===== src/design/lfp_pkg.sv =====
// ----------------------------------------------------------------------------
// lfp_pkg
// Shared widths, constants, register indexes and per-item flag structs for the
// line-follow PID datapath.
// ----------------------------------------------------------------------------
package lfp_pkg;

  // field widths of the stream items
  localparam int FIELD_W     = 10;
  localparam int IN_TDATA_W  = 24;
  localparam int OUT_TDATA_W = 40;
  localparam int DRIVE_W     = 11;
  localparam int CNT_W       = 16;

  // configuration widths
  localparam int CFG_IDX_W  = 3;
  localparam int CFG_DATA_W = 32;
  localparam int PGAIN_W    = 16;
  localparam int GAIN_W     = 32;
  localparam int THR_W      = 10;
  localparam int BASE_W     = 8;

  // accumulator and control scaling
  localparam int SUM_W       = 32;
  localparam int ACC_W       = 64;
  localparam int ALIGN_SHIFT = 16;
  localparam int CTRL_SHIFT  = 24;
  localparam int CTRL_W      = ACC_W - CTRL_SHIFT;

  // error scale 254/775 as multiply by a rounded-up reciprocal, exact for
  // differences below 2^12
  localparam int RECIP_W     = 29;
  localparam int RECIP_SHIFT = 30;
  localparam logic [RECIP_W-1:0] ERR_RECIP = 29'd351910396;

  // saturation limits
  localparam logic signed [DRIVE_W-1:0] DRIVE_HI = 11'sd1023;
  localparam logic signed [DRIVE_W-1:0] DRIVE_LO = -11'sd1023;
  localparam logic signed [SUM_W-1:0]   SUM_MAX  = 32'sh7FFF_FFFF;
  localparam logic signed [SUM_W-1:0]   SUM_MIN  = 32'sh8000_0000;
  localparam logic [CNT_W-1:0]          CNT_MAX  = 16'hFFFF;

  // configuration register indexes
  typedef enum logic [CFG_IDX_W-1:0] {
    REG_P_GAIN         = 3'd0,
    REG_I_GAIN_DT      = 3'd1,
    REG_D_GAIN_PER_DT  = 3'd2,
    REG_LINE_THRESHOLD = 3'd3,
    REG_BASE_SPEED     = 3'd4
  } cfg_reg_t;

  // per-item flags out of the front stage
  typedef struct packed {
    logic on_line;
    logic clear_count;
    logic clear_errors;
  } front_flags_t;

  // line status carried to the result
  typedef struct packed {
    logic on_line;
    logic line_edge;
  } line_stat_t;

endpackage


===== src/design/lfp_mult.sv =====
// ----------------------------------------------------------------------------
// lfp_mult
// The three gain products of the PID term, one registered stage.
// ----------------------------------------------------------------------------
module lfp_mult
  import lfp_pkg::*;
#(
  parameter int SAMPLE_BITS = 10
) (
  input  logic                                clk,
  input  logic                                rst_n,
  input  logic                                in_valid,
  output logic                                in_ready,
  input  logic signed [SAMPLE_BITS-1:0]       err_i,
  input  logic signed [SAMPLE_BITS:0]         delta_i,
  input  logic signed [SUM_W-1:0]             sum_i,
  input  logic [CNT_W-1:0]                    crossings_i,
  input  line_stat_t                          stat_i,
  input  logic signed [PGAIN_W-1:0]           p_gain,
  input  logic signed [GAIN_W-1:0]            i_gain_dt,
  input  logic signed [GAIN_W-1:0]            d_gain_per_dt,
  output logic                                out_valid,
  input  logic                                out_ready,
  output logic signed [SAMPLE_BITS+PGAIN_W-1:0] prod_p,
  output logic signed [SAMPLE_BITS+GAIN_W:0]  prod_d,
  output logic signed [ACC_W-1:0]             prod_i,
  output logic [CNT_W-1:0]                    crossings_o,
  output line_stat_t                          stat_o
);

  logic                                  d_v_r;
  logic signed [SAMPLE_BITS+PGAIN_W-1:0] d_p_r;
  logic signed [SAMPLE_BITS+GAIN_W:0]    d_d_r;
  logic signed [ACC_W-1:0]               d_i_r;
  logic [CNT_W-1:0]                      d_cnt_r;
  line_stat_t                            d_stat_r;

  logic signed [SAMPLE_BITS+PGAIN_W-1:0] p_nxt;
  logic signed [SAMPLE_BITS+GAIN_W:0]    d_nxt;
  logic signed [ACC_W-1:0]               i_nxt;

  assign in_ready = !d_v_r || out_ready;

  // proportional, integral and derivative products
  assign p_nxt = p_gain * err_i;
  assign d_nxt = d_gain_per_dt * delta_i;
  assign i_nxt = i_gain_dt * sum_i;

  always_ff @(posedge clk) begin
    if (!rst_n) begin
      d_v_r <= 1'b0;
    end else if (in_ready) begin
      d_v_r <= in_valid;
    end
  end

  always_ff @(posedge clk) begin
    if (in_valid && in_ready) begin
      d_p_r    <= p_nxt;
      d_d_r    <= d_nxt;
      d_i_r    <= i_nxt;
      d_cnt_r  <= crossings_i;
      d_stat_r <= stat_i;
    end
  end

  assign out_valid   = d_v_r;
  assign prod_p      = d_p_r;
  assign prod_d      = d_d_r;
  assign prod_i      = d_i_r;
  assign crossings_o = d_cnt_r;
  assign stat_o      = d_stat_r;

endmodule


===== config.mk =====
export PLATFORM = sky130hd
export DESIGN_NAME = lfp_mult
export DESIGN_NICKNAME = d
export VERILOG_FILES = /design/src/design/lfp_pkg.sv /design/src/design/lfp_mult.sv
export SDC_FILE = /design/constraint.sdc
export NUM_CORES = 2
export LEC_CHECK = 0
export BUFFER_PORTS_ARGS = -buffer_cell sky130_fd_sc_hd__buf_2
export CORE_MARGIN = 8
export CORE_UTILIZATION = 50
export DETAILED_ROUTE_END_ITERATION = 10
export PLACE_DENSITY = 0.7
export SYNTH_ARGS = -nofsm -noshare
export SYNTH_HDL_FRONTEND = slang
export SYNTH_SLANG_ARGS = --single-unit

===== constraint.sdc =====
create_clock -name clk -period 7.6 [get_ports clk]
set_input_delay 0 -clock clk [delete_from_list [all_inputs] [get_ports clk]]
set_output_delay 0 -clock clk [all_outputs]
set_load 0.01 [all_outputs]

==> run summary <==
Adder-cell area share of the yosys netlist: 59.6%
Hold Crit Class: input port to flip-flop
Status: completed
Std cell rows: 125
Avg Inst Size Synth: 9.71 µm²
Drt drc: 0
FF+latch area: 0.00455 mm²
Worst setup path end: prod_i[63]
Normalized max-slew margin: 38.1%
DRT antenna net count: 0
H-tree depth: 4
Worst Setup SP: sum_i[6]
Critical path type: input port to flip-flop
Setup Skew: 0.0208 ns
Launch point of the worst reg-to-reg path: out_valid
Largest net degree at the start of global routing: 68
Nets@finish: 8361
Worst Tran Pin Value: 0.928 ns
Mux contribution to synthesized area: 0.0193%
Syn Nets: 8017
Final wirelength: 151 mm
Clk sink count: 152
Area occupied by multi-input gates: 0.0473 mm²
Clock Pin Slew Worst Setup and Hold Paths: 0.09 ns
Most common cell in the netlist: fa_1
R2r endpoint: prod_i[52]
Largest family of logic cells by synthesized area: adder cells
CTS buffer count: 17
I/O Buffers: 307
Setup violators final: 0
CP arrival: 7.67 ns
Primary FF master, synth: edfxtp_1
Syn. warnings: 0
Area grow syn2layout: 9.72%
Worst r2r path cells: 3
Initial Util: 50.3%
Die area: 0.128 mm²
Core Area: 0.116 mm²
Crit start category: input port
Post-synthesis xor/xnor area fraction: 2.09%
Synth Area in Compound Gates: 3.94%
Post-Synth Simple-Gate Area: 15.5%
Area share of the leading cell type in the synthesized netlist: 52.5%
Clock period minus worst slack: 7.40 ns
Hold Vio Cnt, Final: 0
Crit-path max FO: 16
Initial DRC count: 2627
Final WS setup: 0.199 ns
DP Area: 0.0630 mm²
Crit path required time: 7.87 ns
Setup WS pre-CTS: -0.387 ns
Post-DP HPWL: 128 mm
Vias in the first global route: 46750
Vias after detailed routing: 41521
Post-Syn Area: 0.0583 mm²
Max-slew violations: 0
Yosys cell types: 72
Vias/cell: 5.26
Flop and latch count out of synthesis: 152
Fillcell total: 10152
Syn Inst Count: 6001
Latest clock arrival within the worst-skew pair: 0.53 ns
GRT overflow: 0
Synth area leaders: fa_1 (52%), inv_1 (9.0%), and2_1 (7.9%), edfxtp_1 (7.8%), ha_1 (7.2%)
Internal reg-to-reg setup slack: 5.28 ns
Share of cells above drive strength 1: 10.3%
Asr flop ratio synth: 0%
Top cells by count, synth: fa_1 (1527), inv_1 (1404), nand2_1 (787)
Critical Path End Type: flip-flop
I/O pin total: 308
Tot GR Track Use: 24.6%
Overall die width: 357 µm
Post-route setup TNS: 0 ns
Final instance area: 0.0639 mm²
DRT Pass-1 Iters: 5
GPL Wtd Cong: 0.919
Hold slack: 0.122 ns
CTS tree: built
Max Cap Violations: 0
Peak Freq: 135 MHz
Fin crit share: 97.4%
Clock buffer depth: 2
Post-synthesis sequential area ratio: 7.82%
Worst hold start: i_gain_dt[0]
First-pass GRT wire length: 246 mm
Die height: 357 µm
Cell type with the largest total area after synthesis: fa_1
Antenna violations before repair: 7
Average wire per standard cell: 19.1 µm
Root Driver: clkbuf_16
Post-synth EDFFs: 151
-- cell usage in the layout (no fill, tap or decap), types with 13 or more instances in the layout --
master	count
buf_2	299
nand2b_1	68
nand2_1	787
and2_1	738
and3_1	13
o21ai_0	49
buf_4	271
a21o_1	46
fa_1	1527
nand3_1	27
ha_1	334
inv_1	1404
dlygate4sd3_1	26
edfxtp_1	151
clkbuf_16	17
o21a_1	17
xor2_1	29
a31oi_1	21
a21oi_1	105
nor3_1	20
xnor2_1	110
buf_12	20
nor2_1	94
o21bai_1	21
-- through the flow --
step           instances  util, %
2_1_floorplan       6001        -
3_3_place_gp        7824     54.4
3_5_place_dp        7824     54.4
4_1_cts             7882     55.1
5_1_grt             7886     55.2
6_report            7887     55.2
-- repair_timing --
action                                  4_1_cts  5_1_grt
resized for setup                             0       10
hold buffers                                 26        0
setup buffers                                 0        0
endpoints found under the setup margin        0        6
endpoints found under the hold margin        25        0
-- flip-flops by register name, summed over array words and instances, names as in the netlist --
register and flops:
prod_p 26, prod_i 64, crossings_o 16, out_valid 1, stat_o 2, prod_d 43
-- per-layer routing --
layer | part of all wire (%) | GRT usage, % | up-vias | wire (µm)
met1 | 38 | 30.1 | 21701 | 57400
li1 | - | - | 18134 | -
met4 | 5.2 | 11.6 | 4 | 7920
met3 | 5.7 | 3.98 | 377 | 8590
met2 | 51 | 42.4 | 1305 | 76900
met5 | 0.023 | 0 | - | 34
-- worst max-delay path, cell delays in order --
cell	delay, ns
buf_2	0.35
and2_1	0.21
fa_1	0.48
fa_1	0.52
fa_1	0.58
inv_1	0.05
fa_1	0.47
inv_1	0.05
fa_1	0.51
inv_1	0.06
fa_1	0.54
inv_1	0.07
fa_1	0.51
fa_1	0.42
ha_1	0.31
buf_4	0.16
a21oi_1	0.15
o21ai_0	0.14
and2_0	0.18
o32ai_1	0.31
o211ai_2	0.25
buf_12	0.20
a31oi_1	0.23
o31ai_1	0.15
buf_4	0.16
a31oi_1	0.31
o31ai_2	0.13
xnor2_1	0.17
-- cell families after synthesis --
family / after synthesis
flip-flops: 152
multiplexers: 1
AO/OA/AOI/OAI: 345
AND/OR/NAND/NOR: 1800
adder cells (fa/ha/maj): 1861
buffers and inverters: 1703
XOR/XNOR: 139
-- final cells by class --
| type | count | area share (%) |
|---|---|---|
| clock buffer | 17 | 0.666 |
| multi-input combinational | 4146 | 74.0 |
| timing repair buffer | 624 | 6.65 |
| sequential | 152 | 7.12 |
| clock inverter | 15 | 0.294 |
| inverter | 1404 | 8.24 |
| antenna | 5 | 0.0196 |
| tap | 1524 | 2.98 |
-- how the worst min path moves through the flow --
| stage | endpoint | slack (ns) | cells after the start |
|---|---|---|---|
| after detailed placement | crossings_o[0] | 0.18 | 1 |
| after floorplan | crossings_o[0] | 0.1 | 0 |
| after global placement | crossings_o[6] | 0.18 | 1 |
| after global routing | prod_i[0] | 0.09 | 2 |
| final | prod_i[0] | 0.12 | 2 |
| after CTS | prod_i[0] | 0.06 | 2 |
Power is not shown: default switching activity piles up to over one toggle a cycle in this logic, so the estimate is an artifact.
