[src/design/lfp_pkg.sv]
// ----------------------------------------------------------------------------
// lfp_pkg
// Shared widths, constants, register indexes and per-item flag structs for the
// line-follow PID datapath.
// ----------------------------------------------------------------------------
package lfp_pkg;

  // field widths of the stream items
  localparam int FIELD_W     = 10;
  localparam int IN_TDATA_W  = 24;
  localparam int OUT_TDATA_W = 40;
  localparam int DRIVE_W     = 11;
  localparam int CNT_W       = 16;

  // configuration widths
  localparam int CFG_IDX_W  = 3;
  localparam int CFG_DATA_W = 32;
  localparam int PGAIN_W    = 16;
  localparam int GAIN_W     = 32;
  localparam int THR_W      = 10;
  localparam int BASE_W     = 8;

  // accumulator and control scaling
  localparam int SUM_W       = 32;
  localparam int ACC_W       = 64;
  localparam int ALIGN_SHIFT = 16;
  localparam int CTRL_SHIFT  = 24;
  localparam int CTRL_W      = ACC_W - CTRL_SHIFT;

  // error scale 254/775 as multiply by a rounded-up reciprocal, exact for
  // differences below 2^12
  localparam int RECIP_W     = 29;
  localparam int RECIP_SHIFT = 30;
  localparam logic [RECIP_W-1:0] ERR_RECIP = 29'd351910396;

  // saturation limits
  localparam logic signed [DRIVE_W-1:0] DRIVE_HI = 11'sd1023;
  localparam logic signed [DRIVE_W-1:0] DRIVE_LO = -11'sd1023;
  localparam logic signed [SUM_W-1:0]   SUM_MAX  = 32'sh7FFF_FFFF;
  localparam logic signed [SUM_W-1:0]   SUM_MIN  = 32'sh8000_0000;
  localparam logic [CNT_W-1:0]          CNT_MAX  = 16'hFFFF;

  // configuration register indexes
  typedef enum logic [CFG_IDX_W-1:0] {
    REG_P_GAIN         = 3'd0,
    REG_I_GAIN_DT      = 3'd1,
    REG_D_GAIN_PER_DT  = 3'd2,
    REG_LINE_THRESHOLD = 3'd3,
    REG_BASE_SPEED     = 3'd4
  } cfg_reg_t;

  // per-item flags out of the front stage
  typedef struct packed {
    logic on_line;
    logic clear_count;
    logic clear_errors;
  } front_flags_t;

  // line status carried to the result
  typedef struct packed {
    logic on_line;
    logic line_edge;
  } line_stat_t;

endpackage

[src/design/lfp_track.sv]
// ----------------------------------------------------------------------------
// lfp_track
// Holds the loop state: previous error, saturating error sum, line flag
// history and crossing count. Updates once per item in order.
// ----------------------------------------------------------------------------
module lfp_track
  import lfp_pkg::*;
#(
  parameter int SAMPLE_BITS = 10
) (
  input  logic                          clk,
  input  logic                          rst_n,
  input  logic                          in_valid,
  output logic                          in_ready,
  input  logic signed [SAMPLE_BITS-1:0] err_i,
  input  front_flags_t                  flags_i,
  output logic                          out_valid,
  input  logic                          out_ready,
  output logic signed [SAMPLE_BITS-1:0] err_o,
  output logic signed [SAMPLE_BITS:0]   delta_o,
  output logic signed [SUM_W-1:0]       sum_o,
  output logic [CNT_W-1:0]              crossings_o,
  output line_stat_t                    stat_o
);

  logic signed [SAMPLE_BITS-1:0] last_err_r;
  logic signed [SUM_W-1:0]       err_sum_r;
  logic                          was_on_r;
  logic [CNT_W-1:0]              count_r;

  logic                          c_v_r;
  logic signed [SAMPLE_BITS-1:0] c_err_r;
  logic signed [SAMPLE_BITS:0]   c_delta_r;
  logic signed [SUM_W-1:0]       c_sum_r;
  logic [CNT_W-1:0]              c_cnt_r;
  line_stat_t                    c_stat_r;

  logic                          step;
  logic signed [SAMPLE_BITS-1:0] last_eff;
  logic signed [SUM_W-1:0]       sum_eff;
  logic [CNT_W-1:0]              cnt_eff;
  logic                          edge_nxt;
  logic [CNT_W-1:0]              cnt_nxt;
  logic signed [SAMPLE_BITS:0]   delta_nxt;
  logic signed [SUM_W:0]         sum_add;
  logic signed [SUM_W-1:0]       sum_nxt;
  line_stat_t                    stat_nxt;

  assign in_ready = !c_v_r || out_ready;
  assign step     = in_valid && in_ready;

  // clears act before this item
  assign last_eff = flags_i.clear_errors ? '0 : last_err_r;
  assign sum_eff  = flags_i.clear_errors ? '0 : err_sum_r;
  assign cnt_eff  = flags_i.clear_count  ? '0 : count_r;

  // rising edge of the line flag, saturating count
  assign edge_nxt = flags_i.on_line && !was_on_r;
  assign cnt_nxt  = (edge_nxt && (cnt_eff != CNT_MAX)) ? cnt_eff + 1'b1 : cnt_eff;

  // error change
  assign delta_nxt = {err_i[SAMPLE_BITS-1], err_i} - {last_eff[SAMPLE_BITS-1], last_eff};

  // saturating error sum
  assign sum_add = {sum_eff[SUM_W-1], sum_eff} +
                   {{(SUM_W+1-SAMPLE_BITS){err_i[SAMPLE_BITS-1]}}, err_i};
  always_comb begin
    if (sum_add[SUM_W] != sum_add[SUM_W-1]) begin
      sum_nxt = sum_add[SUM_W] ? SUM_MIN : SUM_MAX;
    end else begin
      sum_nxt = sum_add[SUM_W-1:0];
    end
  end

  assign stat_nxt.on_line   = flags_i.on_line;
  assign stat_nxt.line_edge = edge_nxt;

  // loop state and stage valid
  always_ff @(posedge clk) begin
    if (!rst_n) begin
      last_err_r <= '0;
      err_sum_r  <= '0;
      was_on_r   <= 1'b0;
      count_r    <= '0;
      c_v_r      <= 1'b0;
    end else begin
      if (in_ready) c_v_r <= in_valid;
      if (step) begin
        last_err_r <= err_i;
        err_sum_r  <= sum_nxt;
        was_on_r   <= flags_i.on_line;
        count_r    <= cnt_nxt;
      end
    end
  end

  // stage payload, sum taken before this item's error
  always_ff @(posedge clk) begin
    if (step) begin
      c_err_r   <= err_i;
      c_delta_r <= delta_nxt;
      c_sum_r   <= sum_eff;
      c_cnt_r   <= cnt_nxt;
      c_stat_r  <= stat_nxt;
    end
  end

  assign out_valid   = c_v_r;
  assign err_o       = c_err_r;
  assign delta_o     = c_delta_r;
  assign sum_o       = c_sum_r;
  assign crossings_o = c_cnt_r;
  assign stat_o      = c_stat_r;

endmodule

[config.mk]
export PLATFORM = sky130hd
export DESIGN_NAME = lfp_track
export DESIGN_NICKNAME = d
export VERILOG_FILES = /design/src/design/lfp_pkg.sv /design/src/design/lfp_track.sv
export SDC_FILE = /design/constraint.sdc
export NUM_CORES = 1
export LEC_CHECK = 0
export BUFFER_PORTS_ARGS = -buffer_cell sky130_fd_sc_hd__buf_2
export CORE_MARGIN = 10
export CORE_UTILIZATION = 24
export CTS_BUF_LIST = sky130_fd_sc_hd__clkbuf_4 sky130_fd_sc_hd__clkbuf_8
export CTS_CLUSTER_SIZE = 20
export DETAILED_ROUTE_END_ITERATION = 16
export GPL_ROUTABILITY_DRIVEN = 0
export PLACE_DENSITY = 0.39
export SYNTH_ARGS = -nofsm -noshare
export SYNTH_HDL_FRONTEND = slang
export SYNTH_SLANG_ARGS = --single-unit
[constraint.sdc]
create_clock -name clk -period 5.5 [get_ports clk]
set_clock_uncertainty 0.2 [all_clocks]
set_input_delay 0.55 -clock clk [delete_from_list [all_inputs] [get_ports clk]]
set_output_delay 0.55 -clock clk [all_outputs]
set_load 0.02 [all_outputs]
==> reports/qor_table.md <==
| Stage | Quantity | Value |
|:---|:---|:---|
| timing | Max-slew violation total from the final report | 0 |
| logic synthesis | Net count of the mapped netlist | 879 |
| setup path | Cell Chain, Critical Path | buf_2 -> ha_1 -> a21oi_2 -> o21ai_2 -> a2111oi_4 -> o41ai_2 -> nor3_1 -> mux2i_4 -> buf_4 -> nand3_1 -> o22ai_2 |
| cells and area | Fin util | 28.2% |
| timing | Sum of negative setup slack | 0 ns |
| logic synthesis | Mean area per synthesized cell | 9.58 sq um |
| outcome | Run status | finished, final reports clean |
| logic synthesis | Most numerous cell in the Yosys netlist | nand2_1 |
| clocking | Bufs on Longest Clock Path | 2 |
| timing | Slew at the pin closest to its max-slew limit | 1.05 ns |
| clocking | Number of buffers added by the clock tree synthesis step | 17 |
| setup path | Maximum fanout count along the critical path | 26 |
| cells and area | Ratio of cells with drive above 1 in the final layout | 21.9% |
| setup path | Largest stage delay on the critical path | 0.52 ns |
| clocking | Clock transition at the register clock pins on the worst setup and hold paths after CTS | 0.08 ns |
| cells and area | Filler Cell Count | 3544 |
| power | Highest ir drop seen on vdd | 0.000136 V |
| global route | Number of global-route vias before repair | 5980 |
| logic synthesis | Most area-consuming cells after synthesis | edfxtp_1 27%, dfxtp_1 15%, ha_1 6.9% |
| run | Maximum capacitance violations | 0 |
| clocking | Num Clock Sinks | 131 |
| detailed routing | 1st-iter DRT viols | 199 |
| clocking | Total of cells resized after clock tree synthesis | 0 |
| logic synthesis | Count of distinct cell types in the synthesized netlist | 75 |
| timing | Setup violations, final | 0 |
| floorplan | Effective utilization at floorplan | 24.2% |
| global route | Largest net degree at the start of global routing | 88 |
| detailed routing | Wirelength per Cell | 15.7 microns |
| timing | Final worst path period need | 3.73 ns |
| setup path | Beginning of the worst register-to-register path | err_sum_r[21] |
| detailed routing | Vias per inst | 4.46 |
| logic synthesis | Share of synthesized registers carrying an async set or reset | 0% |
| floorplan | Die height | 201 microns |
| place | Number of I/O port buffers | 89 |
| cells and area | Layout overhead on the synthesized area | 16.7% |
| clocking | Source-to-sink clock delay at the later pin of the worst-skew pair | 0.46 ns |
| setup path | Critical path type | in -> reg |
| floorplan | I/O pin cnt | 90 |
| detailed routing | Detailed-route via count | 6043 |
| timing | Final critical-path setup slack | 1.77 ns |
| floorplan | Full die area | 40200 sq um |
| floorplan | Die width | 201 microns |
| logic synthesis | Number of enable flip-flop cells after synthesis | 71 |
| logic synthesis | Mapped Cells | 817 |
| cells and area | Combined area of the multi-input logic cells | 4230 sq um |
| timing | Worst slew slack as a fraction of its limit | 30.2% |
| clocking | H-tree levels | 4 |
| logic synthesis | Mapped Area | 7830 sq um |
| setup path | Worst path required time | 5.68 ns |
| logic synthesis | Largest area contributor in the netlist | edfxtp_1 |
| cells and area | Ant diodes | 0 |
| logic synthesis | Portion of the post-synthesis area used by sequential elements | 42.6% |
| place | Worst setup slack before clock tree synthesis | 1.27 ns |
| cells and area | Total area of sequential cells | 3330 sq um |
| clocking | Master cell of the clock root buffer | clkbuf_8 |
| clocking | Hold-fix buffers at CTS | 0 |
| cells and area | Final-stage net count | 961 |
| logic synthesis | Main flop type after synthesis | edfxtp_1 |
| timing | Unrepaired setup endpoints after global routing | no |
| detailed routing | Routed wire length | 21.3 mm |
| logic synthesis | Area share of the largest cell type after synthesis | 27.2% |
| detailed routing | Detailed Routing Iterations Pass 1 | 4 |
| power | Leakage power figure | 3.55 nW |
| hold path | Type of the most critical hold path | in -> reg |
| setup path | Worst setup startpoint | err_i[9] |
| setup path | CP arrival | 3.91 ns |
| timing | Hold violation count in the final report | 0 |
| logic synthesis | Commonest cells post-synth | 85 x nand2_1, 71 x edfxtp_1, 69 x o21ai_0 |
| timing | Highest achievable clock rate | 268 MHz |
| power | Power per standard cell area | 290 nW/um^2 |
| detailed routing | DRT antenna net count | 0 |
| global route | Wire length of the first global-routing pass | 34.0 mm |
| clocking | TritonCTS clock tree | built |
| setup path | Worst Setup End Kind | flip-flop |
| floorplan | Area of the placeable core | 32400 sq um |
| setup path | Critical path's slowest cell | buf_2 |
| hold path | Critical hold path startpoint | flags_i[2] |
| clocking | Post-CTS Setup Inserts | 0 |
| place | Sum of net half-perimeters after detailed placement | 15.0 mm |
| setup path | CP startpoint kind | input port |
| global route | Initial antenna violation count | 0 |
| global route | Global-route congestion overflow total | 0 |
| floorplan | Number of rows in the core area | 66 |
| timing | Post-route fraction of the period consumed by the critical path | 67.9% |
| global route | GRT Total Usage | 10.5% |
| logic synthesis | Number of register bits inferred by synthesis | 131 |
| detailed routing | Detailed-route DRC error count | 0 |
| logic synthesis | YS warnings | 0 |
## state kept, by name, indices dropped and copies added, names as in the netlist
| name | flops |
|---|---|
| err_sum_r | 32 |
| sum_o | 32 |
| count_r | 16 |
| crossings_o | 16 |
| delta_o | 11 |
| err_o | 10 |
| last_err_r | 10 |
| stat_o | 2 |
| out_valid | 1 |
| was_on_r | 1 |
## placed cells by master (no fill, tap or decap), types with 4 or more instances in the layout
cell / n
nor3_1: 10
nand2b_1: 27
a22oi_1: 5
bufinv_16: 4
o21ai_1: 9
xor2_1: 17
and3_1: 5
a21boi_0: 24
buf_2: 89
a31oi_1: 5
ha_1: 43
nor2b_1: 48
o21a_1: 6
buf_4: 7
a21oi_2: 28
o31ai_1: 4
dfxtp_1: 60
a21o_1: 8
nand2_1: 85
nor3b_1: 9
inv_1: 21
edfxtp_1: 71
clkbuf_8: 17
a211oi_1: 7
o211ai_1: 8
nand4_1: 6
nand2_2: 19
nor2_1: 54
o21bai_1: 4
o21ai_0: 69
nand3_1: 13
a21oi_1: 39
xnor2_1: 21
## path summary, 6_finish.rpt
| check | to | slack [ns] | depth (start not counted) |
|---|---|---|---|
| worst min register to register | err_sum_r[7] | 0.26 | 2 |
| worst max-delay path | err_sum_r[30] | 1.77 | 11 |
| worst min-delay path | stat_o[1] | 0.11 | 1 |
| worst max register to register | err_sum_r[30] | 1.93 | 11 |
## critical path: cells and delay by family
| family | cells | cell delay [ns] |
|---|---|---|
| mux | 1 | 0.40 |
| compound gates | 5 | 1.10 |
| simple gates | 2 | 0.50 |
| fa+ha+maj | 1 | 0.46 |
| buf+inv | 2 | 0.87 |
## logic make-up (layout without fill, tap and decap cells)
family | Yosys count | in the layout | synth area share, %
AO/OA/AOI/OAI | 236 | 236 | 20.6
XOR/XNOR | 38 | 38 | 4.25
AND/OR/NAND/NOR | 307 | 307 | 20.8
flip-flops | 131 | 131 | 42.6
multiplexers | 5 | 5 | 0.815
buffers and inverters | 55 | 150 | 3.56
adder cells (fa/ha/maj) | 45 | 45 | 7.38
## cell type report
| type | instances | area share [%] |
|---|---|---|
| multi-input combinational | 631 | 46.3 |
| clock inverter | 12 | 1.96 |
| tap | 442 | 6.06 |
| inverter | 22 | 0.932 |
| timing repair buffer | 96 | 5.45 |
| sequential | 131 | 36.5 |
| clock buffer | 20 | 2.81 |
## power breakdown
part | total [mW] | internal, mW | switching (mW)
Sequential | 1.14 | 1.11 | 0.0256
Clock | 0.930 | 0.512 | 0.418
Combinational | 0.584 | 0.207 | 0.377
## stage by stage
step	instance area [sq um]	power [mW]	hold WS, ns	instances
2_1_floorplan	7830	1.60	0.234	817
3_3_place_gp	8700	1.76	0.246	1322
3_5_place_dp	8700	1.75	0.248	1322
4_1_cts	9130	2.71	0.0682	1354
5_1_grt	9130	2.82	0.0663	1354
6_report	9130	2.65	0.112	1354
## per-layer routing
layer  wire [microns]  GRT usage, %
met5                0             0
met4              159          2.52
met3              676          2.63
met2             9630          16.6
met1            10800          14.0
(Power assumes the default switching activity.)
