<file path="src/design/lfp_pkg.sv">
// ----------------------------------------------------------------------------
// lfp_pkg
// Shared widths, constants, register indexes and per-item flag structs for the
// line-follow PID datapath.
// ----------------------------------------------------------------------------
package lfp_pkg;

  // field widths of the stream items
  localparam int FIELD_W     = 10;
  localparam int IN_TDATA_W  = 24;
  localparam int OUT_TDATA_W = 40;
  localparam int DRIVE_W     = 11;
  localparam int CNT_W       = 16;

  // configuration widths
  localparam int CFG_IDX_W  = 3;
  localparam int CFG_DATA_W = 32;
  localparam int PGAIN_W    = 16;
  localparam int GAIN_W     = 32;
  localparam int THR_W      = 10;
  localparam int BASE_W     = 8;

  // accumulator and control scaling
  localparam int SUM_W       = 32;
  localparam int ACC_W       = 64;
  localparam int ALIGN_SHIFT = 16;
  localparam int CTRL_SHIFT  = 24;
  localparam int CTRL_W      = ACC_W - CTRL_SHIFT;

  // error scale 254/775 as multiply by a rounded-up reciprocal, exact for
  // differences below 2^12
  localparam int RECIP_W     = 29;
  localparam int RECIP_SHIFT = 30;
  localparam logic [RECIP_W-1:0] ERR_RECIP = 29'd351910396;

  // saturation limits
  localparam logic signed [DRIVE_W-1:0] DRIVE_HI = 11'sd1023;
  localparam logic signed [DRIVE_W-1:0] DRIVE_LO = -11'sd1023;
  localparam logic signed [SUM_W-1:0]   SUM_MAX  = 32'sh7FFF_FFFF;
  localparam logic signed [SUM_W-1:0]   SUM_MIN  = 32'sh8000_0000;
  localparam logic [CNT_W-1:0]          CNT_MAX  = 16'hFFFF;

  // configuration register indexes
  typedef enum logic [CFG_IDX_W-1:0] {
    REG_P_GAIN         = 3'd0,
    REG_I_GAIN_DT      = 3'd1,
    REG_D_GAIN_PER_DT  = 3'd2,
    REG_LINE_THRESHOLD = 3'd3,
    REG_BASE_SPEED     = 3'd4
  } cfg_reg_t;

  // per-item flags out of the front stage
  typedef struct packed {
    logic on_line;
    logic clear_count;
    logic clear_errors;
  } front_flags_t;

  // line status carried to the result
  typedef struct packed {
    logic on_line;
    logic line_edge;
  } line_stat_t;

endpackage

</file>
<file path="src/design/lfp_front.sv">
// ----------------------------------------------------------------------------
// lfp_front
// Input register, then line detect and scaled sensor error into a second
// register stage.
// ----------------------------------------------------------------------------
module lfp_front
  import lfp_pkg::*;
#(
  parameter int SAMPLE_BITS = 10
) (
  input  logic                          clk,
  input  logic                          rst_n,
  input  logic                          in_valid,
  output logic                          in_ready,
  input  logic [FIELD_W-1:0]            right_sample,
  input  logic [FIELD_W-1:0]            left_sample,
  input  logic                          clear_count,
  input  logic                          clear_errors,
  input  logic [THR_W-1:0]              line_threshold,
  output logic                          out_valid,
  input  logic                          out_ready,
  output logic signed [SAMPLE_BITS-1:0] err,
  output front_flags_t                  flags
);

  localparam int WIDE_W = (SAMPLE_BITS > FIELD_W) ? SAMPLE_BITS : FIELD_W;
  localparam int PROD_W = SAMPLE_BITS + RECIP_W;
  localparam int QUOT_W = PROD_W - RECIP_SHIFT;

  logic                          a_v_r;
  logic [FIELD_W-1:0]            a_right_r;
  logic [FIELD_W-1:0]            a_left_r;
  logic                          a_clr_cnt_r;
  logic                          a_clr_err_r;
  logic                          b_v_r;
  logic signed [SAMPLE_BITS-1:0] b_err_r;
  front_flags_t                  b_flags_r;

  logic                          b_ready;
  logic [WIDE_W-1:0]             right_wide;
  logic [WIDE_W-1:0]             left_wide;
  logic [SAMPLE_BITS-1:0]        rs;
  logic [SAMPLE_BITS-1:0]        ls;
  logic                          on_nxt;
  logic signed [SAMPLE_BITS:0]   diff;
  logic [SAMPLE_BITS-1:0]        mag;
  logic [PROD_W-1:0]             prod;
  logic [QUOT_W-1:0]             quot;
  logic signed [SAMPLE_BITS-1:0] err_nxt;
  front_flags_t                  flags_nxt;

  // stage handshakes
  assign in_ready = !a_v_r || b_ready;
  assign b_ready  = !b_v_r || out_ready;

  // samples cut to the converter width
  assign right_wide = WIDE_W'(a_right_r);
  assign left_wide  = WIDE_W'(a_left_r);
  assign rs         = right_wide[SAMPLE_BITS-1:0];
  assign ls         = left_wide[SAMPLE_BITS-1:0];

  // both sensors on dark line
  assign on_nxt = (WIDE_W'(rs) >= WIDE_W'(line_threshold)) &&
                  (WIDE_W'(ls) >= WIDE_W'(line_threshold));

  // error = (left - right) * 254 / 775, toward zero, on the magnitude
  assign diff    = $signed({1'b0, ls}) - $signed({1'b0, rs});
  assign mag     = diff[SAMPLE_BITS] ? SAMPLE_BITS'(-diff) : diff[SAMPLE_BITS-1:0];
  assign prod    = PROD_W'(mag) * ERR_RECIP;
  assign quot    = prod[PROD_W-1:RECIP_SHIFT];
  assign err_nxt = diff[SAMPLE_BITS] ? -$signed({1'b0, quot}) : $signed({1'b0, quot});

  assign flags_nxt.on_line      = on_nxt;
  assign flags_nxt.clear_count  = a_clr_cnt_r;
  assign flags_nxt.clear_errors = a_clr_err_r;

  // valid bits
  always_ff @(posedge clk) begin
    if (!rst_n) begin
      a_v_r <= 1'b0;
      b_v_r <= 1'b0;
    end else begin
      if (in_ready) a_v_r <= in_valid;
      if (b_ready)  b_v_r <= a_v_r;
    end
  end

  // payload registers
  always_ff @(posedge clk) begin
    if (in_valid && in_ready) begin
      a_right_r   <= right_sample;
      a_left_r    <= left_sample;
      a_clr_cnt_r <= clear_count;
      a_clr_err_r <= clear_errors;
    end
    if (a_v_r && b_ready) begin
      b_err_r   <= err_nxt;
      b_flags_r <= flags_nxt;
    end
  end

  assign out_valid = b_v_r;
  assign err       = b_err_r;
  assign flags     = b_flags_r;

endmodule

</file>
<file path="config.mk">
export PLATFORM = sky130hd
export DESIGN_NAME = lfp_front
export DESIGN_NICKNAME = d
export VERILOG_FILES = /design/src/design/lfp_pkg.sv /design/src/design/lfp_front.sv
export SDC_FILE = /design/constraint.sdc
export NUM_CORES = 1
export LEC_CHECK = 0
export ABC_CLOCK_PERIOD_IN_PS = 8700
export BUFFER_PORTS_ARGS = -buffer_cell sky130_fd_sc_hd__buf_2
export CORE_MARGIN = 1
export CORE_UTILIZATION = 40
export CTS_CLUSTER_DIAMETER = 30
export DETAILED_ROUTE_END_ITERATION = 10
export HOLD_SLACK_MARGIN = 0.06
export PLACE_DENSITY_LB_ADDON = 0.2
export SYNTH_ARGS = -nofsm -noshare
export SYNTH_HDL_FRONTEND = slang
export SYNTH_SLANG_ARGS = --single-unit
</file>
<file path="constraint.sdc">
create_clock -name clk -period 8.7 [get_ports clk]
set_clock_uncertainty 0.15 [all_clocks]
set_input_delay 1.305 -clock clk [delete_from_list [all_inputs] [get_ports clk]]
set_output_delay 1.305 -clock clk [all_outputs]
set_load 0.03 [all_outputs]
</file>
==> flow_metrics.tcl, run 1 <==
set metrics [dict create \
    yosysSeqAreaShare_pct 15.5 \
    crit_fanout 5 \
    drtPass1Iterations 4 \
    cts_tree "done" \
    reg2reg_slack_ps 460 \
    fin_setup_tns_ps 0 \
    holdCritStartpoint "a_clr_cnt_r" \
    gp_congestion 0.939 \
    postRouteAntennaNets 0 \
    worstPathRequired_ps 8580 \
    die_w_um 135 \
    placementRows 48 \
    drcViolationCount 0 \
    cap_viol_max_count 0 \
    seq_area_mm2 0.00109 \
    final_core_util_pct 46.3 \
    fmax_mhz 121 \
    synthArstFlopShare_pct 0 \
    start_util_pct 40.8 \
    post-route-min-period_ps 8240 \
    antenna_found_initial 0 \
    grt_max_degree 23 \
    crit_slowest_cell "fa_2" \
    hold_class "flip-flop to flip-flop" \
    status "finished clean" \
    worstMarginPinSlew_ps 1080 \
    dp_hpwl_um 15200 \
    grt_use_total_pct 20.5 \
    io_pins 51 \
    mappedNetlistNets 984 \
    reg2reg_depth 29 \
    synth_edf_count 35 \
    clk_path_buf_depth 2 \
    core_area_mm2 0.0172 \
    postCtsHoldBufs 0 \
    path_delay_family "adder cells" \
    clock-root-buffer "clkbuf_16" \
    regToRegStartpoint "a_right_r[0]" \
    cts.sinks 37 \
    finalSetupViolCount 0 \
    worstSkewPairLatency_ps 280 \
    grt_pass1_vias 5782 \
    drive_above_1_share_pct 14.2 \
    finalHoldViolCount 0 \
    end_kind "flip-flop" \
    yosys_warnings 0 \
    diodes 0 \
    rsz0062_at_grt "false" \
    io_buffer_count 50 \
    multi_input_area_mm2 0.00531 \
    drv_slew 0 \
    fp.dieArea_mm2 0.0181 \
    reg2reg_to "err[8]" \
    relSlewSlack_pct 27.9 \
    ys_ff_latch 37 \
    netlist_instances 732 \
    fin_crit_sh_pct 94.7 \
    startpoint_type "flip-flop" \
    synth_cell_types 58 \
    whs_endpoint "flags[1]" \
    worstSetupPathType "flip-flop to flip-flop" \
    clk_pin_slew_ps 60 \
    vias 5346 \
    numCtsBuffers 5 \
    hold-path-cell-count 0 \
    routed_via_density 5.14 \
    drt_first_iter_violations 179 \
    cp.buffers_inverters 5 \
    syn_area_mm2 0.00703 \
    wire_per_inst_um 16.6 \
    chipHeight_um 135 \
    area_growth_pct 13.5 \
    nFillCells 1608 \
    synth_area_per_cell_um2 9.60 \
    arrival_ps 8120 \
    synth_ff_type "edfxtp_1" \
    grt_first_pass_wirelength_um 28700 \
    htree_levels 2 \
    max_stage_delay_ps 650 \
    globalRouteOverflowTotal 0 \
    wirelength_um 17200 \
    nets 1066 \
]
-- synth_stat cells (3+ instances only) --
master	n	share of area [%]
inv_1	187	10
ha_1	134	24
fa_1	82	23
a21oi_1	43	3.1
edfxtp_1	35	15
xnor2_1	25	3.1
nor2_1	21	1.1
nand2_1	20	1.1
a21o_1	19	2.0
o21ai_0	18	1.3
nand3_1	14	1.0
nand4_1	11	0.98
xor2_1	11	1.4
o211ai_1	10	1.1
nor2b_1	9	0.80
and3_1	7	0.62
a31oi_1	6	0.53
nor3_1	6	0.43
nand2b_1	5	0.44
o22ai_1	5	0.44
and2_1	4	0.36
o21a_1	4	0.43
xnor2_2	4	0.93
a41oi_1	3	0.37
clkbuf_1	3	0.16
nand3b_1	3	0.32
o2111ai_1	3	0.37
or2_2	3	0.27
-- layout make-up --
class	instances	area share [%]
Sequential cell	37	13.7
Clock buffer	7	1.66
Multi-Input combinational cell	505	66.5
Tap cell	225	3.53
Clock inverter	1	0.110
Timing Repair Buffer	78	5.77
Inverter	187	8.79
-- kinds of logic after synthesis --
logic type      count (synthesis)  share of synthesized area, %
compound gates                130                          12.5
buf+inv                       190                          10.1
flops                          37                          15.5
fa+ha+maj                     216                          47.2
simple gates                  119                          9.25
xor+xnor                       40                          5.41
-- metrics by stage --
stage               cells  hold WS, ps  cell area [um2]  setup WS (ps)
floorplan             732          250             7030            679
CTS                  1039          271             7900            113
finish               1040          268             7980            459
global route         1040          267             7980           10.3
detailed placement   1031          260             7750            138
global placement     1031          259             7750            303
-- worst register-to-register path, delay by kind of cell (launching register included) --
family,cells,cell delay (ps)
fa+ha+maj,8,3760
simple gates,6,1640
compound gates,6,940
xor+xnor,4,690
buf+inv,5,420
flops,1,400
-- layer usage --
layer	GRT usage, %	part of all wire, %	vias up	wire [um]
met5	0	0	-	0
met3	1.28	2.7	22	457
met4	6.37	2.4	0	412
li1	-	-	2604	-
met2	37.3	50	125	8640
met1	25.9	45	2595	7720
-- worst max-delay path by stage --
stage                             from      to  slack (ps)  cells after the start
after global routing       a_left_r[0]  err[8]          10                     32
after CTS                 a_right_r[0]  err[8]         110                     29
after global placement    a_right_r[0]  err[8]         300                     29
after detailed placement  a_right_r[0]  err[8]         140                     29
final                     a_right_r[0]  err[8]         460                     29
after floorplan           a_right_r[0]  err[8]         680                     30
-- registers in the layout (all words and copies together) (netlist names) --
signal,count
a_left_r,10
a_right_r,10
err,10
flags,3
a_clr_cnt_r,1
a_clr_err_r,1
a_v_r,1
out_valid,1
-- cell usage in the layout, fill, tap and decap left out, types with 3 or more instances in the layout --
cell type / n
inv_1: 186
ha_1: 133
fa_1: 81
buf_2: 50
a21oi_1: 43
edfxtp_1: 35
buf_4: 28
xnor2_1: 23
nor2_1: 21
nand2_1: 20
a21o_1: 19
nand3_1: 14
o21ai_0: 14
nand4_1: 11
o211ai_1: 10
xor2_1: 10
nor2b_1: 9
and3_1: 7
nor3_1: 6
a31oi_1: 6
nand2b_1: 5
xnor2_2: 5
o22ai_1: 5
clkbuf_16: 5
and2_1: 4
o2111ai_1: 3
nand3b_1: 3
or2_2: 3
o21ai_1: 3
-- repair_timing --
action                                  in CTS  in global routing
buffers inserted                             0                  1
endpoints found under the setup margin       0                  9
gates resized for setup                      0                 18
Power of run 1 is left out: the tool's default activity adds up to more than one toggle a clock period on the data nets, which glitch-free logic cannot reach.
==> run 2, diff against run 1 <==
--- a/config.mk
+++ b/config.mk
@@ -7,6 +7,8 @@
 export LEC_CHECK = 0
 export ABC_CLOCK_PERIOD_IN_PS = 8700
 export BUFFER_PORTS_ARGS = -buffer_cell sky130_fd_sc_hd__buf_2
+export CELL_PAD_IN_SITES_DETAIL_PLACEMENT = 2
+export CELL_PAD_IN_SITES_GLOBAL_PLACEMENT = 2
 export CORE_MARGIN = 1
 export CORE_UTILIZATION = 40
 export CTS_CLUSTER_DIAMETER = 30
==> run 2 against run 1 <==
Via count up 5.6%. Setup slack lost 210 ps. Count of clock-buffer cells in the layout did not move. First-iteration DRC count is 1.1% lower. Maximum frequency down 2.4%. Critical path depth is 3 higher. Wire length up 36%. Utilization is 1.8 points higher. Global-route usage grew 5.6 points. Register-to-register slack got worse by 210 ps.
==> flow_metrics.tcl, run 2 (synthesis results as in run 1) <==
set metrics [dict create \
    relSlewSlack_pct 23.6 \
    final_core_util_pct 48.1 \
    dpl.cell_count 1036 \
    worstPathRequired_ps 8580 \
    start_util_pct 40.8 \
    numCtsBuffers 5 \
    postCtsHoldBufs 0 \
    grt_pass1_vias 6669 \
    startpoint_type "flip-flop" \
    crit_fanout 5 \
    io_buffer_count 50 \
    critPathLaunch "a_right_r[5]" \
    postRouteAntennaNets 0 \
    grt_max_degree 23 \
    placementRows 48 \
    die_w_um 135 \
    regToRegStartpoint "a_right_r[5]" \
    nets 1080 \
    status "finished clean" \
    arrival_ps 8330 \
    clk_pin_slew_ps 60 \
    post-route-min-period_ps 8450 \
    final_cell_mix "inv_1, ha_1, fa_1" \
    cts_tree "done" \
    io_pins 51 \
    reg2reg_depth 32 \
    drt_first_iter_violations 177 \
    nFillCells 1823 \
    cap_viol_max_count 0 \
    final_common_cell "inv_1" \
    hold_class "flip-flop to flip-flop" \
    finalSetupViolCount 0 \
    htree_levels 2 \
    place_area_mm2 0.00779 \
    wire_per_inst_um 22.2 \
    antenna_found_initial 0 \
    gp_congestion 0.927 \
    reg2reg_slack_ps 250 \
    worstSkewPairLatency_ps 280 \
    drcViolationCount 0 \
    dp_hpwl_um 19500 \
    cts.sinks 37 \
    vias 5648 \
    globalRouteOverflowTotal 0 \
    drv_slew 0 \
    crit_end "err[8]" \
    worstMarginPinSlew_ps 1140 \
    crit_slowest_cell "fa_2" \
    clock-root-buffer "clkbuf_16" \
    worstSetupPathType "flip-flop to flip-flop" \
    grt_first_pass_wirelength_um 35900 \
    max_stage_delay_ps 630 \
    wirelength_um 23400 \
    reg2reg_to "err[8]" \
    grt_use_total_pct 26.1 \
    cpMostUsedCell "inv_1" \
    clk_path_buf_depth 2 \
    drtPass1Iterations 4 \
    area_growth_pct 17.9 \
    layoutNonFillerInstCount 1054 \
    diodes 0 \
    final_area_mm2 0.00829 \
    finalHoldViolCount 0 \
    fin_crit_sh_pct 97.1 \
    fmax_mhz 118 \
    drive_above_1_share_pct 19.5 \
    core_area_mm2 0.0172 \
    routed_via_density 5.36 \
    end_kind "flip-flop" \
    chipHeight_um 135 \
    fp.dieArea_mm2 0.0181 \
]
[run 2: cell count changes in the layout (fill, tap and decap cells not counted), sizes merged]
cell    before  now
bufinv       0    1
buf         78   92
clkinv       1    0
[run 2: cell type report]
cell class | instances | area (um2) | share of cell area (%)
inverter | 187 | 702 | 8.47
clock buffer | 7 | 143 | 1.72
tap | 225 | 282 | 3.40
multi-input combinational | 505 | 5480 | 66.1
sequential | 37 | 1090 | 13.2
timing repair buffer | 92 | 566 | 6.82
clock inverter | 1 | 30.0 | 0.362
[run 2: per-layer routing]
metal	routed length [um]	GRT usage, %
met3	411	1.28
met2	13000	52.0
met5	0	0
met1	9270	30.1
met4	722	6.49
[run 2: metrics by stage]
stage | hold slack [ps] | setup TNS (ps) | worst slack (ps)
after global routing | 297 | -785 | -113
final | 282 | 0 | 254
after detailed placement | 281 | -315 | -88.1
after global placement | 261 | 0 | 181
after floorplan | 250 | 0 | 679
after CTS | 294 | 0 | 2.27
[run 2: worst min-delay path by stage]
stage	slack [ps]	endpoint	startpoint	cells past startpoint
floorplan	250	flags[0]	a_clr_err_r	0
finish	280	flags[1]	a_clr_cnt_r	0
global placement	260	flags[0]	a_clr_err_r	0
global route	300	flags[1]	a_clr_cnt_r	0
detailed placement	280	flags[0]	a_clr_err_r	0
CTS	290	flags[1]	a_clr_cnt_r	0
[run 2: what timing repair did]
item,CTS,global route
endpoints found under the setup margin,9,9
pin swaps,0,17
resized for setup,5,55
setup buffers,0,10
hold endpoints to repair,0,0
[run 2: worst max-delay path: cells and delay by family (launching register included)]
| kind | cells | cell delay [ps] |
|---|---|---|
| compound gates | 8 | 1750 |
| xor+xnor | 4 | 630 |
| simple gates | 6 | 1000 |
| fa+ha+maj | 8 | 3760 |
| flops | 1 | 390 |
| buf+inv | 6 | 510 |
Power of run 2 is left out for the same reason.
